<file path="src/rtl/mrfc_pkg.sv">
package mrfc_pkg;

  localparam int unsigned MIN_FRAME_BYTES = 8;
  localparam int unsigned SEEN_W          = 4;
  localparam int unsigned QUEUE_DEPTH     = 2;
  localparam int unsigned QUEUE_PTR_W     = 1;
  localparam int unsigned QUEUE_CNT_W     = 2;

  localparam logic [SEEN_W-1:0] SEEN_MAX   = SEEN_W'(MIN_FRAME_BYTES);
  localparam logic [SEEN_W-1:0] SEEN_SHORT = SEEN_W'(MIN_FRAME_BYTES - 1);
  localparam logic [SEEN_W-1:0] SEEN_HDR0  = SEEN_W'(0);
  localparam logic [SEEN_W-1:0] SEEN_HDR1  = SEEN_W'(1);
  localparam logic [SEEN_W-1:0] SEEN_STAT0 = SEEN_W'(2);
  localparam logic [SEEN_W-1:0] SEEN_STAT3 = SEEN_W'(5);

  localparam logic [7:0]  HDR_FIRST      = 8'hEB;
  localparam logic [7:0]  HDR_FIRST_STOP = 8'hEF;
  localparam logic [7:0]  HDR_SECOND     = 8'h90;
  localparam logic [31:0] MASK_STOP      = 32'h0000_000F;
  localparam logic [31:0] MASK_MOTION    = 32'h0001_FFFF;

  localparam int unsigned IN_DATA_W  = 8;
  localparam int unsigned IN_USER_W  = 3;
  localparam int unsigned OUT_DATA_W = 72;
  localparam int unsigned OUT_USER_W = 1;

  typedef enum logic [1:0] {
    KIND_OTHER = 2'd0,
    KIND_INCR  = 2'd1,
    KIND_POS   = 2'd2,
    KIND_STOP  = 2'd3
  } kind_e;

  typedef enum logic [2:0] {
    RES_OK        = 3'd0,
    RES_EMPTY     = 3'd1,
    RES_SHORT     = 3'd2,
    RES_HDR_BAD   = 3'd3,
    RES_CKSUM_BAD = 3'd4,
    RES_DESYNC    = 3'd5,
    RES_REJECTED  = 3'd6
  } result_e;

  typedef struct packed {
    logic        empty;
    kind_e       kind;
    logic        too_short;
    logic [7:0]  hdr_first;
    logic [7:0]  hdr_second;
    logic [31:0] status_bytes;
    logic [15:0] run_sum;
    logic [7:0]  prev_byte;
    logic [7:0]  last_byte;
  } frame_rec_t;

  typedef struct packed {
    result_e     code;
    logic [31:0] status;
    logic        big_endian;
    logic [15:0] exp_sum;
    logic [15:0] rcv_sum;
  } verdict_t;

  function automatic logic [31:0] swap32(input logic [31:0] v);
    swap32 = {v[7:0], v[15:8], v[23:16], v[31:24]};
  endfunction

endpackage

</file>
<file path="src/rtl/mrfc_back.sv">
module mrfc_back import mrfc_pkg::*; (
  input  logic       clk_i,
  input  logic       rst_ni,
  input  logic       valid_i,
  input  frame_rec_t rec_i,
  output logic       pop_o,
  output logic       valid_o,
  input  logic       ready_i,
  output verdict_t   verdict_o
);

  verdict_t    res;
  verdict_t    res_q;
  logic        valid_q, valid_d;
  logic        load;
  logic [31:0] be, le, mask, status;
  logic        big, hdr_ok;
  logic [15:0] rcv;

  always_comb begin
    be     = rec_i.status_bytes;
    le     = swap32(be);
    mask   = (rec_i.kind == KIND_STOP) ? MASK_STOP : MASK_MOTION;
    rcv    = {rec_i.last_byte, rec_i.prev_byte};
    hdr_ok = rec_i.hdr_second == HDR_SECOND &&
             (rec_i.hdr_first == HDR_FIRST ||
              (rec_i.kind == KIND_STOP && rec_i.hdr_first == HDR_FIRST_STOP));
    if (rec_i.kind == KIND_POS ||
        ((le & ~mask) != '0 && (be & mask) != '0 && (be & ~mask) == '0)) begin
      big    = 1'b1;
      status = be;
    end else begin
      big    = 1'b0;
      status = le;
    end
    res = '{code: RES_OK, status: '0, big_endian: 1'b0, exp_sum: '0, rcv_sum: '0};
    priority if (rec_i.empty) begin
      res.code = RES_EMPTY;
    end else if (rec_i.kind == KIND_OTHER) begin
      res.code = RES_OK;
    end else if (rec_i.too_short) begin
      res.code = RES_SHORT;
    end else if (!hdr_ok) begin
      res.code = RES_HDR_BAD;
    end else begin
      res.exp_sum = rec_i.run_sum;
      res.rcv_sum = rcv;
      if (rec_i.run_sum != rcv) begin
        res.code = RES_CKSUM_BAD;
      end else begin
        res.status     = status;
        res.big_endian = big;
        if ((status & ~mask) != '0) res.code = RES_DESYNC;
        else if (status != '0) res.code = RES_REJECTED;
        else res.code = RES_OK;
      end
    end
  end

  assign load      = valid_i & (~valid_q | ready_i);
  assign pop_o     = load;
  assign valid_o   = valid_q;
  assign verdict_o = res_q;

  always_comb begin
    valid_d = valid_q;
    if (load) valid_d = 1'b1;
    else if (ready_i) valid_d = 1'b0;
  end

  always_ff @(posedge clk_i or negedge rst_ni) begin
    if (!rst_ni) valid_q <= 1'b0;
    else valid_q <= valid_d;
  end

  always_ff @(posedge clk_i) begin
    if (load) res_q <= res;
  end

  assert property (@(posedge clk_i) disable iff (!rst_ni)
    load |=> valid_o)
    else $error("loaded verdict not presented");

  assert property (@(posedge clk_i) disable iff (!rst_ni)
    (valid_o && res_q.big_endian) |->
      (res_q.code == RES_OK || res_q.code == RES_DESYNC || res_q.code == RES_REJECTED))
    else $error("endianness flagged without status evaluation");

  assert property (@(posedge clk_i) disable iff (!rst_ni)
    (valid_o && (res_q.code == RES_EMPTY || res_q.code == RES_SHORT ||
                 res_q.code == RES_HDR_BAD)) |->
      (res_q.exp_sum == '0 && res_q.rcv_sum == '0 && res_q.status == '0))
    else $error("checksum fields set on early failure");

endmodule

</file>
<file path="config.mk">
export PLATFORM = sky130hd
export DESIGN_NAME = mrfc_back
export DESIGN_NICKNAME = d
export VERILOG_FILES = /design/src/rtl/mrfc_pkg.sv /design/src/rtl/mrfc_back.sv
export SDC_FILE = /design/constraint.sdc
export NUM_CORES = 1
export LEC_CHECK = 0
export BUFFER_PORTS_ARGS = -buffer_cell sky130_fd_sc_hd__buf_2
export CAP_MARGIN = 20
export CORE_AREA = 10 10 126 100
export CTS_BUF_LIST = sky130_fd_sc_hd__clkbuf_4
export CTS_CLUSTER_SIZE = 10
export DETAILED_ROUTE_END_ITERATION = 10
export DIE_AREA = 0 0 136 110
export PLACE_DENSITY = 0.68
export SYNTH_ARGS = -nofsm -noshare
export SYNTH_HDL_FRONTEND = slang
export SYNTH_SLANG_ARGS = --single-unit
</file>
<file path="constraint.sdc">
create_clock -name clk_i -period 3.1 [get_ports clk_i]
set_input_delay 0.155 -clock clk_i [delete_from_list [all_inputs] [get_ports clk_i]]
set_output_delay 0.155 -clock clk_i [all_outputs]
set_load 0.05 [all_outputs]
</file>
---- Word level (Yosys, flattened, before mapping) ----
Cells that the tools add are included.
cells by class
  mux-type cells .......................... 11
  bitwise operators ....................... 9
  reductions and logical operators ........ 16
  eq/ne operators ......................... 6
operator list
  kind                                        count
  32-bit nonzero test                         4
  32-bit AND                                  3
  32-bit by 17-bit AND with 32-bit output     1
  32-bit logical NOT                          1
  32-bit 2-to-1 mux                           1
  17-bit inverter with 32-bit output          1
  8-bit equality test, second input constant  3
  17-bit 2-to-1 mux                           1
  16-bit != test                              1
  3-bit 2-to-1 mux                            3
  5-bit OR reduction                          1
  2-bit equality test, second input constant  2
  1-bit logical AND                           4
  1-bit 2-to-1 mux                            4
  2-bit 2-to-1 mux                            2
  4-bit OR reduction                          1
  2-bit logical NOT                           1
  1-bit logical OR                            2
  1-bit inverter                              2
  2-bit nonzero test                          1
  2-bit OR reduction                          1
  1-bit AND                                   1
  1-bit OR                                    1
word-level totals
  output and inout port bits .............. 70
  word-level logic and storage cells ...... 50
  input bits .............................. 88
  flip-flop bits (word level) ............. 69

---- Logic depth before layout (Yosys ltp) ----
Gate-level depths: netlist (run 1).
  word-level depth ........................ 16
  gate-level depth with buffers ........... 9

---- Least setup slack after synthesis (run 1) ----
No wires, ideal clock.
  path type ............................... register -> register
  start point ............................. register valid_q (netlist: valid_o)
  end point ............................... register res_q (netlist bit verdict_o[0]) (enable)
  path slack .............................. -0.007 ns
  data arrival time ....................... 2.657 ns
  buffers on the path ..................... 0
  stages on the path, launching flop included .. 3
  setup time .............................. 0.450 ns
  data required time ...................... 2.650 ns
  cells stage by stage .................... dfrtp_1 > nand2b_1 > and2_1
on the way
  word-level cells in the longest chain between the ends .. 3
RTL lines
  element                 RTL line         text
  start, declared         mrfc_back.sv:14  logic valid_q, valid_d;
  start signal, assigned  mrfc_back.sv:73  else valid_q <= valid_d;
  1-bit inverter          mrfc_back.sv:60  assign load = valid_i & (~valid_q | ready_i);
  1-bit OR                mrfc_back.sv:60
  1-bit AND               mrfc_back.sv:60
  net pop_o               mrfc_back.sv:6   output logic pop_o,
  end signal, assigned    mrfc_back.sv:77  if (load) res_q <= res;
  end, declared           mrfc_back.sv:13  verdict_t res_q;
The timed path passes the listed nets, and every way through them passes these cells.
A chain may end at the register's enable or synchronous reset.

---- Worst setup path in the final report (run 1) ----
  start point ............................. register valid_q (netlist: valid_o)
  end point ............................... output port pop_o
on the way
  word-level cells in the longest chain between the ends .. 3
RTL lines
  element         RTL line
  1-bit inverter  mrfc_back.sv:60
  1-bit OR        mrfc_back.sv:60
  1-bit AND       mrfc_back.sv:60
  end, declared   mrfc_back.sv:6
Every way passes these cells.

==> out/summary.txt, run 1 <==
period utilization - 0.684
DRC - 0
first-pass GRT wire length - 15,500 um
r2r setup slk - 1.30 ns
mapped cell area - 3470 um2
post-route setup slack - 0.980 ns
CTS Buffer Depth - 2
Die ar. - 15,000 um2
clock skew - 0.00984 ns
syn_nets - 380
HP Class - input port to flip-flop
Post-CTS Setup Inserts - 0
Filler cells - 953
outcome - completed
H-tree Lvls - 3
initial core utilization - 0.345
relative slew slack - 0.306
synthesis-stage register bit count - 69
CTS tree - yes
leakage - 1.90 nW
Cell Rows - 32
Critical Path End - pop_o
Tmin final - 2.12 ns
Die Wd - 136 um
RR Endpoint - verdict_o[3]
Async SR Flop Fraction - 0.0145
ys flop type - edfxtp_1
hold path depth - 2
worst r2r path cells - 3
most frequent cells in the layout - 157 x buf_2, 68 x edfxtp_1, 67 x nand2_1, 31 x and2_1, 29 x a21oi_2
Syn Inst Count - 292
CP arrival - 1.97 ns
highest clock rate - 472 MHz
Seq/Total Area, Yosys - 0.596
max-slew violations - 0
Die Y - 110 um
share of cells above drive strength 1 - 0.486
critical path class - flip-flop to output port
grt ovf - 0
# placed instances - 573
most common cell after layout, fill and taps aside - buf_2
Mean Syn Cell Area - 11.9 um2
setup_tns - 0 ns
Power Total - 0.00197 W
WL per Instance - 17.2 um
Register Area - 2070 um2
Crit path required time - 2.94 ns
Worst Tran Pin Value - 1.04 ns
VDD IR max - 186 uV
fin nets - 540
CP max FO - 30
Worst-path clk slew - 0.13 ns
Pre-antenna DRT Iters - 4
post-route ant nets - 0
Reg2Reg Launch Point - valid_o
DR vias - 2,855
Initial DRC Count - 164
core area - 10,000 um2
crit start category - flip-flop
number of global-route vias before repair - 2,968
final hold viol count - 0
Root Buffer - clkbuf_4
CTS Sinks - 69
initial antenna violation count - 1
PwrDens - 433 nW/um2
global-route usage over all layers - 0.133
Area Growth Syn to Fin - 31.0%
area of the multi-input gates - 1290 um2
RSZ-0062 raised after global routing - false
routed vias/inst - 4.81
Worst-Skew Late Latency - 0.43 ns
gpl congestion - 0.850
Cell variety after synth - 44
post-DP HPWL - 8050 um
Post-Place Setup Slack - 0.332 ns
largest net degree at the start of global routing - 41
Top Ports - 158
maxcap violations - 0
# port buffers - 157
Setup violations, final - 0
Yosys warning total - 0
Post-synth EDFFs - 68
hold_ws - 0.0223 ns
CP Capture Type - output port
CP Launch Point - valid_o
drt total wl - 10,200 um
Post-Layout Cell Count - 594
CTS buffer count - 9
timing repair:
item	4_1_cts	5_1_grt
endpoints found under the hold margin	2	0
hold buffers	3	0
resized for setup	0	0
critical path, cell delays in order, from the launching register on:
cell and delay, ns:
dfrtp_1 0.40, nand2b_1 0.09, and2_2 0.66, buf_2 0.40
metrics by stage:
step / cell area, um2 / utilization
final: 4550 / 0.453
after detailed placement: 4370 / 0.435
after floorplan: 3470 / -
after global routing: 4550 / 0.453
after global placement: 4370 / 0.435
after CTS: 4520 / 0.450
kinds of logic after synthesis:
group | count (synthesis) | synth area share
buffers and inverters | 16 | 0.0317
flip-flops | 69 | 0.596
AND/OR/NAND/NOR | 144 | 0.224
AO/OA/AOI/OAI | 47 | 0.109
XOR/XNOR | 16 | 0.0404
sequential cells by signal (all words and copies together) (netlist names):
name       flops
valid_o        1
verdict_o     68
layer usage:
metal / vias to the layer above / routed length (um) / global-route usage
li1: 1374 / - / -
met1: 1354 / 4130 / 0.151
met3: 18 / 611 / 0.0366
met2: 109 / 5200 / 0.234
met4: 0 / 265 / 0.0607
met5: - / 0 / 0
worst min-delay path by stage:
stage | startpoint | slack, ns | end
final | rec_i[26] | 0.02 | verdict_o[26]
after global routing | rec_i[19] | 0.003 | verdict_o[19]
after CTS | rec_i[4] | 0.003 | verdict_o[12]
after detailed placement | rst_ni | -0.07 | valid_o
after global placement | rst_ni | -0.07 | valid_o
after floorplan | rst_ni | -0.14 | valid_o
synthesized netlist by cell type, types with 2 or more instances:
cell type	instances	area (um2)
and2_1	32	200
xor2_1	16	140
nor4_2	2	25.0
nand2b_1	3	18.8
nor2_1	5	18.8
nor4_1	8	50.1
clkbuf_1	3	11.3
nand2_1	67	251
and2_2	3	22.5
a21oi_1	4	20.0
o21ai_0	3	15.0
buf_2	7	35.0
buf_6	4	45.0
nor3_1	4	20.0
edfxtp_1	68	2040
nand4_1	4	25.0
a21oi_2	29	254
nor4b_1	2	17.5
and4_1	2	17.5
nand3_1	2	10.0
layout make-up:
type	count	area share
flip-flops and latches	69	0.454
clock inverters	7	0.0113
clock buffers	9	0.0149
diodes	1	0.000550
well taps	136	0.0374
multi-input cells	207	0.285
inverters	1	0.000825
repair buffers	164	0.196
power by group:
group	internal (W)	switching, W	leakage, nW	total (W)
registers	0.00106	0.00000910	0.695	0.00107
clock network	0.000167	0.000363	0.0623	0.000530
logic	0.000105	0.000265	1.15	0.000370
total	0.00133	0.000637	1.90	0.00197
Note: power is estimated with default switching activity, not from simulation.
==> run 2, diff against run 1 <==
--- a/config.mk
+++ b/config.mk
@@ -5,14 +5,15 @@
 export SDC_FILE = /design/constraint.sdc
 export NUM_CORES = 1
 export LEC_CHECK = 0
+export ABC_AREA = 1
 export BUFFER_PORTS_ARGS = -buffer_cell sky130_fd_sc_hd__buf_2
 export CAP_MARGIN = 20
-export CORE_AREA = 10 10 126 100
+export CORE_AREA = 10 10 130 103
 export CTS_BUF_LIST = sky130_fd_sc_hd__clkbuf_4
 export CTS_CLUSTER_SIZE = 10
 export DETAILED_ROUTE_END_ITERATION = 10
-export DIE_AREA = 0 0 136 110
-export PLACE_DENSITY = 0.68
+export DIE_AREA = 0 0 140 113
+export PLACE_DENSITY = 0.69
 export SYNTH_ARGS = -nofsm -noshare
 export SYNTH_HDL_FRONTEND = slang
 export SYNTH_SLANG_ARGS = --single-unit
==> constraint.sdc (replaced) <==
create_clock -name clk_i -period 1.85 [get_ports clk_i]
set_input_delay 0.0925 -clock clk_i [delete_from_list [all_inputs] [get_ports clk_i]]
set_output_delay 0.0925 -clock clk_i [all_outputs]
set_load 0.05 [all_outputs]
==> out/summary.txt, run 2 <==
GRT met1 Usage - 0.180 (+0.0298)
outcome - completed
clock skew - 0.00823 ns (-0.00161 ns)
RSZ-0062 raised after global routing - true
CTS Sinks - 69 (unchanged)
Area Growth Syn to Fin - 59.5%
Setup violations, final - 0 (unchanged)
core area - 10,700 um2 (+6.8%)
Post-synth EDFFs - 68 (unchanged)
Post-Place Cell Area - 5240 um2 (+20%)
maxcap violations - 0 (unchanged)
syn_nets - 542 (+43%)
leading cell type by number of instances after synthesis - nand2_1
Global Route met2 Usage - 0.259 (+0.0256)
Synth top area share - 0.550 (-0.0379)
gpl congestion - 0.951 (+12%)
number of global-route vias before repair - 3,920 (+32%)
CTS buffer count - 9 (unchanged)
crit start category - input port
highest clock rate - 564 MHz
initial antenna violation count - 0 (-1)
combinational family with the most area after synthesis - simple AND/OR/NAND/NOR gates
CP Capture Type - flip-flop
Async SR Flop Fraction - 0.0145 (unchanged)
DRC - 0 (unchanged)
H-tree Lvls - 3 (unchanged)
Largest register FFs - 68 (unchanged)
leakage - 3.04 nW (+60%)
Yosys warning total - 0 (unchanged)
ys flop type - edfxtp_1
largest net degree at the start of global routing - 38 (-7.3%)
drt total wl - 12,700 um (+24%)
Worst Tran Pin Value - 0.418 ns (-0.623 ns)
CP max FO - 10 (-67%)
simple-gate share of the synthesized area - 0.299 (+0.0760)
WL per Instance - 14.7 um (-14%)
Crit path required time - 2.03 ns (-0.91 ns)
Die ar. - 15,800 um2 (+5.7%)
Worst-path clk slew - 0.11 ns (-0.02 ns)
max-slew violations - 0 (unchanged)
CTS tree - yes
Filler cells - 1,012 (+6.2%)
synthesis-stage register bit count - 69 (unchanged)
post-route ant nets - 0 (unchanged)
grt ovf - 0 (unchanged)
final hold viol count - 0 (unchanged)
CP arrival - 1.95 ns (-0.02 ns)
Seq/Total Area, Yosys - 0.557 (-0.0384)
first-pass GRT wire length - 19,600 um (+27%)
Register Area - 2070 um2 (about the same)
Syn Inst Count - 454 (+55%)
period utilization - 0.959
HP Class - input port to flip-flop
Worst-Skew Late Latency - 0.41 ns (-0.02 ns)
VDD IR max - 300 uV (+61%)
Root Buffer - clkbuf_4
Die Wd - 140 um (+2.9%)
Final Instance Area - 5920 um2 (+30%)
cell taking the most area after synthesis - edfxtp_1
Post-Layout Cell Count - 863 (+45%)
mux cell area share after synthesis - 0 (unchanged)
area of the multi-input gates - 1390 um2 (+7.2%)
routed vias/inst - 4.48 (-6.9%)
Pre-antenna DRT Iters - 5 (+1)
global-route usage over all layers - 0.153 (+0.0192)
post-synthesis compound-gate area fraction - 0.0250 (-0.0839)
# placed instances - 816 (+42%)
layer with the highest usage - met2
most common cell after layout, fill and taps aside - buf_2
fin nets - 804 (+49%)
critical path class - input port to flip-flop
mapped cell area - 3710 um2 (+6.9%)
Top Ports - 158 (unchanged)
most frequent cells in the layout - 149 x buf_2, 108 x nand2_1, 88 x nor2_1, 75 x buf_4, 73 x inv_1
Initial DRC Count - 286 (+74%)
GR Util met3 - 0.0435 (+0.00684)
Die Y - 113 um (+2.7%)
relative slew slack - 0.718 (+0.411)
PwrDens - 670 nW/um2 (+55%)
synth top area cells - edfxtp_1 55%, nand2_1 12%, nor2_1 9.8%
Cell variety after synth - 29 (-34%)
Mean Syn Cell Area - 8.17 um2 (-31%)
DR vias - 3,863 (+35%)
post-DP HPWL - 9990 um (+24%)
initial core utilization - 0.346 (about the same)
# port buffers - 157 (unchanged)
Commonest cells post-synth - 120 x nand2_1, 97 x nor2_1, 77 x inv_1
CTS Buffer Depth - 2 (unchanged)
Synth Area in Adders - 0 (unchanged)
Post-Synth XOR/XNOR Area - 0.0142 (-0.0262)
Cell Rows - 33 (+3.1%)
share of cells above drive strength 1 - 0.404 (-0.0822)
Tmin final - 1.77 ns
[run 2: cell types whose count changed after synthesis, sizes merged, moves of 4 or more]
cell / delta
nor4: -7
xor2: -12
and2: -36
nand3: +38
nor2: +93
nand2b: -4
nand2: +55
a21oi: -28
inv: +78
[run 2: layer usage]
layer,share of wire,vias to the layer above
met3,0.071,22
met1,0.41,1757
met2,0.50,130
li1,-,1954
met4,0.020,0
met5,0,-
[run 2: cell type report]
type | count | area share
inverters | 79 | 0.0501
clock inverters | 7 | 0.0192
well taps | 140 | 0.0296
multi-input cells | 292 | 0.235
repair buffers | 265 | 0.305
flip-flops and latches | 69 | 0.350
clock buffers | 9 | 0.0114
diodes | 2 | 0.000846
[run 2: logic make-up (layout without fill, tap and decap cells)]
group / Yosys count / count (layout)
flops: 69 / 69
other cells: 0 / 2
xor+xnor: 6 / 6
compound gates: 14 / 14
simple gates: 271 / 272
buf+inv: 94 / 360
[run 2: what timing repair did]
item / in CTS / in global routing
hold buffers: 32 / 0
gates resized for setup: 0 / 45
setup buffers: 0 / 2
hold endpoints to repair: 30 / 0
endpoints found under the setup margin: 0 / 29
[run 2: stage by stage]
step	hold slack (ns)	worst slack, ns	power [W]	util	setup TNS, ns
final	0.0332	0.0765	0.00397	0.551	0
after global routing	0.00356	-0.0356	0.00413	0.551	-0.0512
after CTS	0.00234	0.0126	0.00397	0.535	0
after detailed placement	-0.131	-0.458	0.00266	0.488	-4.69
after global placement	-0.131	-0.361	0.00266	0.488	-5.03
after floorplan	-0.203	-0.544	0.00228	-	-37.18
[run 2: critical path: stages]
cell       delay [ns]
buf_2            0.11
nor2_1           0.10
nand2_1          0.09
nor2_4           0.14
nand2_1          0.08
a21oi_2          0.18
nand2_4          0.12
nand2_8          0.14
clkbuf_16        0.16
nand2_1          0.06
nand2_2          0.09
nand2_1          0.06
nor2_1           0.11
nand2_1          0.11
nor2_4           0.12
nand2_1          0.06
nand3_1          0.07
a21oi_1          0.06
[run 2: path summary, 6_finish.rpt]
check / slack (ns) / depth (start not counted) / end / start
hold / removal: 0.03 / 3 / verdict_o[25] / rec_i[25]
max in group asynchronous: 1.24 / 3 / valid_o / rst_ni
hold reg to reg: 0.84 / 2 / verdict_o[32] / valid_o
setup / recovery: 0.08 / 18 / verdict_o[66] / rec_i[44]
min in group asynchronous: 0.50 / 3 / valid_o / rst_ni
setup reg to reg: 0.47 / 2 / verdict_o[11] / valid_o
[run 2: power by group]
group / total, W / switching, W / leakage, nW / internal, W
Combinational: 0.000924 / 0.000558 / 2.26 / 0.000366
Clock: 0.00125 / 0.000573 / 0.0896 / 0.000677
Sequential: 0.00179 / 0.0000181 / 0.694 / 0.00177
Total: 0.00397 / 0.00115 / 3.04 / 0.00282
==> run 3, diff against run 2 <==
--- a/config.mk
+++ b/config.mk
@@ -6,7 +6,7 @@
 export NUM_CORES = 1
 export LEC_CHECK = 0
 export ABC_AREA = 1
-export BUFFER_PORTS_ARGS = -buffer_cell sky130_fd_sc_hd__buf_2
+export BUFFER_PORTS_ARGS = -buffer_cell sky130_fd_sc_hd__clkbuf_2
 export CAP_MARGIN = 20
 export CORE_AREA = 10 10 130 103
 export CTS_BUF_LIST = sky130_fd_sc_hd__clkbuf_4
==> out/summary.txt, run 3 (synthesis gave the netlist of run 2 again) <==
highest clock rate - 547 MHz (-3.0%)
Die ar. - 15,800 um2 (unchanged)
Die Y - 113 um (unchanged)
Cell Rows - 33 (unchanged)
maxcap violations - 0 (unchanged)
CTS Sinks - 69 (unchanged)
core area - 10,700 um2 (unchanged)
CTS Buffer Depth - 2 (unchanged)
post-route setup slack - 0.0215 ns (-0.0550 ns)
DR vias - 4,048 (+4.8%)
leakage - 3.15 nW (+3.6%)
hold_sp - rec_i[80]
initial core utilization - 0.346 (unchanged)
final hold viol count - 0 (unchanged)
CP arrival - 2.04 ns (+0.09 ns)
Root Buffer - clkbuf_4
CTS tree - yes
routed vias/inst - 4.58 (+2.4%)
Reg2Reg Launch Point - valid_o
HP Class - input port to flip-flop
Die Wd - 140 um (unchanged)
Post-Place Setup Slack - -0.404 ns (+0.0543 ns)
Pre-antenna DRT Iters - 7 (+2)
post-DP HPWL - 10,000 um (+0.38%)
largest net degree at the start of global routing - 33 (-13%)
NetSw - 0.00116 W (+0.84%)
WL per Instance - 15.4 um (+4.5%)
most frequent cells in the layout - 153 x clkbuf_2, 109 x nand2_1, 87 x nor2_1, 79 x buf_4, 77 x inv_1
gpl congestion - 0.889 (-6.5%)
VDD IR max - 377 uV (+26%)
Power Total - 0.00387 W (-2.4%)
CP max stage cell - a21oi_2
Post-Layout Cell Count - 883 (+2.3%)
Int Pwr - 0.00271 W (-3.7%)
Worst Tran Pin Value - 0.439 ns (+0.0215 ns)
share of cells above drive strength 1 - 0.405 (+0.000995)
Top Ports - 158 (unchanged)
fin nets - 822 (+2.2%)
CP Capture Type - flip-flop
Largest stage delay, worst path - 0.19 ns (about the same)
# placed instances - 816 (unchanged)
sw frac - 0.299 (+0.00949)
crit start category - input port
Area Growth Syn to Fin - 63.7%
initial antenna violation count - 3 (+3)
clock skew - 0.0187 ns (+0.0105 ns)
CTS buffer count - 9 (unchanged)
period utilization - 0.988 (+0.0297)
first-pass GRT wire length - 19,900 um (+1.7%)
Comb pwr share - 0.248 (+0.015)
Crit path required time - 2.06 ns (+0.03 ns)
Tmin final - 1.83 ns (+0.0550 ns)
Setup violations, final - 0 (unchanged)
outcome - completed
Top cell by count, worst path - nand2_1
relative slew slack - 0.703 (-0.0145)
drt total wl - 13,600 um (+6.9%)
Filler cells - 988 (-2.4%)
global-route usage over all layers - 0.158 (+0.00526)
Worst-path clk slew - 0.12 ns (about the same)
critical path's top delay family - simple AND/OR/NAND/NOR gates
number of global-route vias before repair - 3,892 (-0.71%)
Worst-Skew Late Latency - 0.45 ns (+0.04 ns)
post-route ant nets - 0 (unchanged)
# port buffers - 157 (unchanged)
grt ovf - 0 (unchanged)
CP Launch Point - rec_i[47]
clock share of power - 0.288 (-0.027)
PwrDens - 638 nW/um2 (-4.9%)
max-slew violations - 0 (unchanged)
Initial DRC Count - 319 (+12%)
critical-path cell list - buf_6 > nor2_4 > nand2_1 > nor2_2 > nand2_1 > a21oi_2 > nand2_4 > nand2_8 > clkbuf_16 > buf_8 > nand2_2 > nand2_1 > nand2_1 > nor2_2 > nand2_2 > nor2_4 > nand2_2 > nand3_2 > a21oi_2
Worst Path Buf+Inv - 3 (+1)
DRC - 0 (unchanged)
H-tree Lvls - 3 (unchanged)
critical path class - input port to flip-flop
sequential power share - 0.464 (+0.012)
Largest register FFs - 68 (unchanged)
CP max FO - 8 (-2)
most common cell after layout, fill and taps aside - clkbuf_2
==> run 3: cell types whose count changed in the layout (fill, tap and decap cells not counted), moves of 3 or more <==
cell and change:
clkbuf_2 +153, buf_2 -149, dlygate4sd3_1 +5, buf_4 +4, inv_1 +4, inv_2 -4
buf_6 +3
==> run 3: repair_timing <==
item	4_1_cts	5_1_grt
setup endpoints to repair	0	3
gates resized for setup	0	51
buffers inserted	0	6
endpoints found under the hold margin	35	0
hold buffers	37	0
==> run 3: per-layer routing <==
metal / GRT usage / part of all wire / wire length (um) / vias up
met5: 0 / 0 / 0 / -
met4: 0.0652 / 0.023 / 313 / 0
met3: 0.0468 / 0.062 / 844 / 27
met2: 0.266 / 0.50 / 6780 / 151
met1: 0.185 / 0.41 / 5630 / 1875
li1: - / - / - / 1995
==> run 3: worst paths after layout <==
path / end / slack, ns / cells after the start
worst min-delay path: verdict_o[65] / 0.04 / 4
worst max-delay path: verdict_o[66] / 0.02 / 19
worst max register to register: verdict_o[27] / 0.51 / 2
worst min register to register: verdict_o[43] / 0.84 / 2
min in group asynchronous: valid_o / 0.48 / 3
max in group asynchronous: valid_o / 1.26 / 3
==> run 3: layout make-up <==
class / instances / area, um2 / area share
Antenna cell: 4 / 10.0 / 0.00165
Tap cell: 140 / 175 / 0.0288
Inverter: 79 / 297 / 0.0488
Clock buffer: 10 / 75.1 / 0.0124
Timing Repair Buffer: 283 / 1980 / 0.325
Clock inverter: 6 / 77.6 / 0.0128
Multi-Input combinational cell: 292 / 1390 / 0.230
Sequential cell: 69 / 2070 / 0.341
==> run 3: power groups by stage <==
stage | sequential (W) | clock (W) | combinational (W)
floorplan | 0.00205 | 0 | 0.000232
global placement | 0.00183 | 0 | 0.000828
detailed placement | 0.00183 | 0 | 0.000836
CTS | 0.00180 | 0.00114 | 0.000902
global route | 0.00180 | 0.00120 | 0.00103
finish | 0.00180 | 0.00112 | 0.000960
==> run 3: worst reg2reg max path, cell delays in order, from the launching register on <==
cell and delay (ns):
dfrtp_2 0.45, a21oi_4 0.15, buf_4 0.38
==> run 3: through the flow <==
stage	area, um2	setup TNS, ns	util	hold WS [ns]
6_report	6070	0	0.566	0.0416
5_1_grt	6070	-0.196	0.565	0.0817
4_1_cts	5770	0	0.537	0.0121
3_5_place_dp	5240	-6.12	0.488	-0.131
3_3_place_gp	5240	-4.33	0.488	-0.131
2_1_floorplan	3720	-37.18	-	-0.203
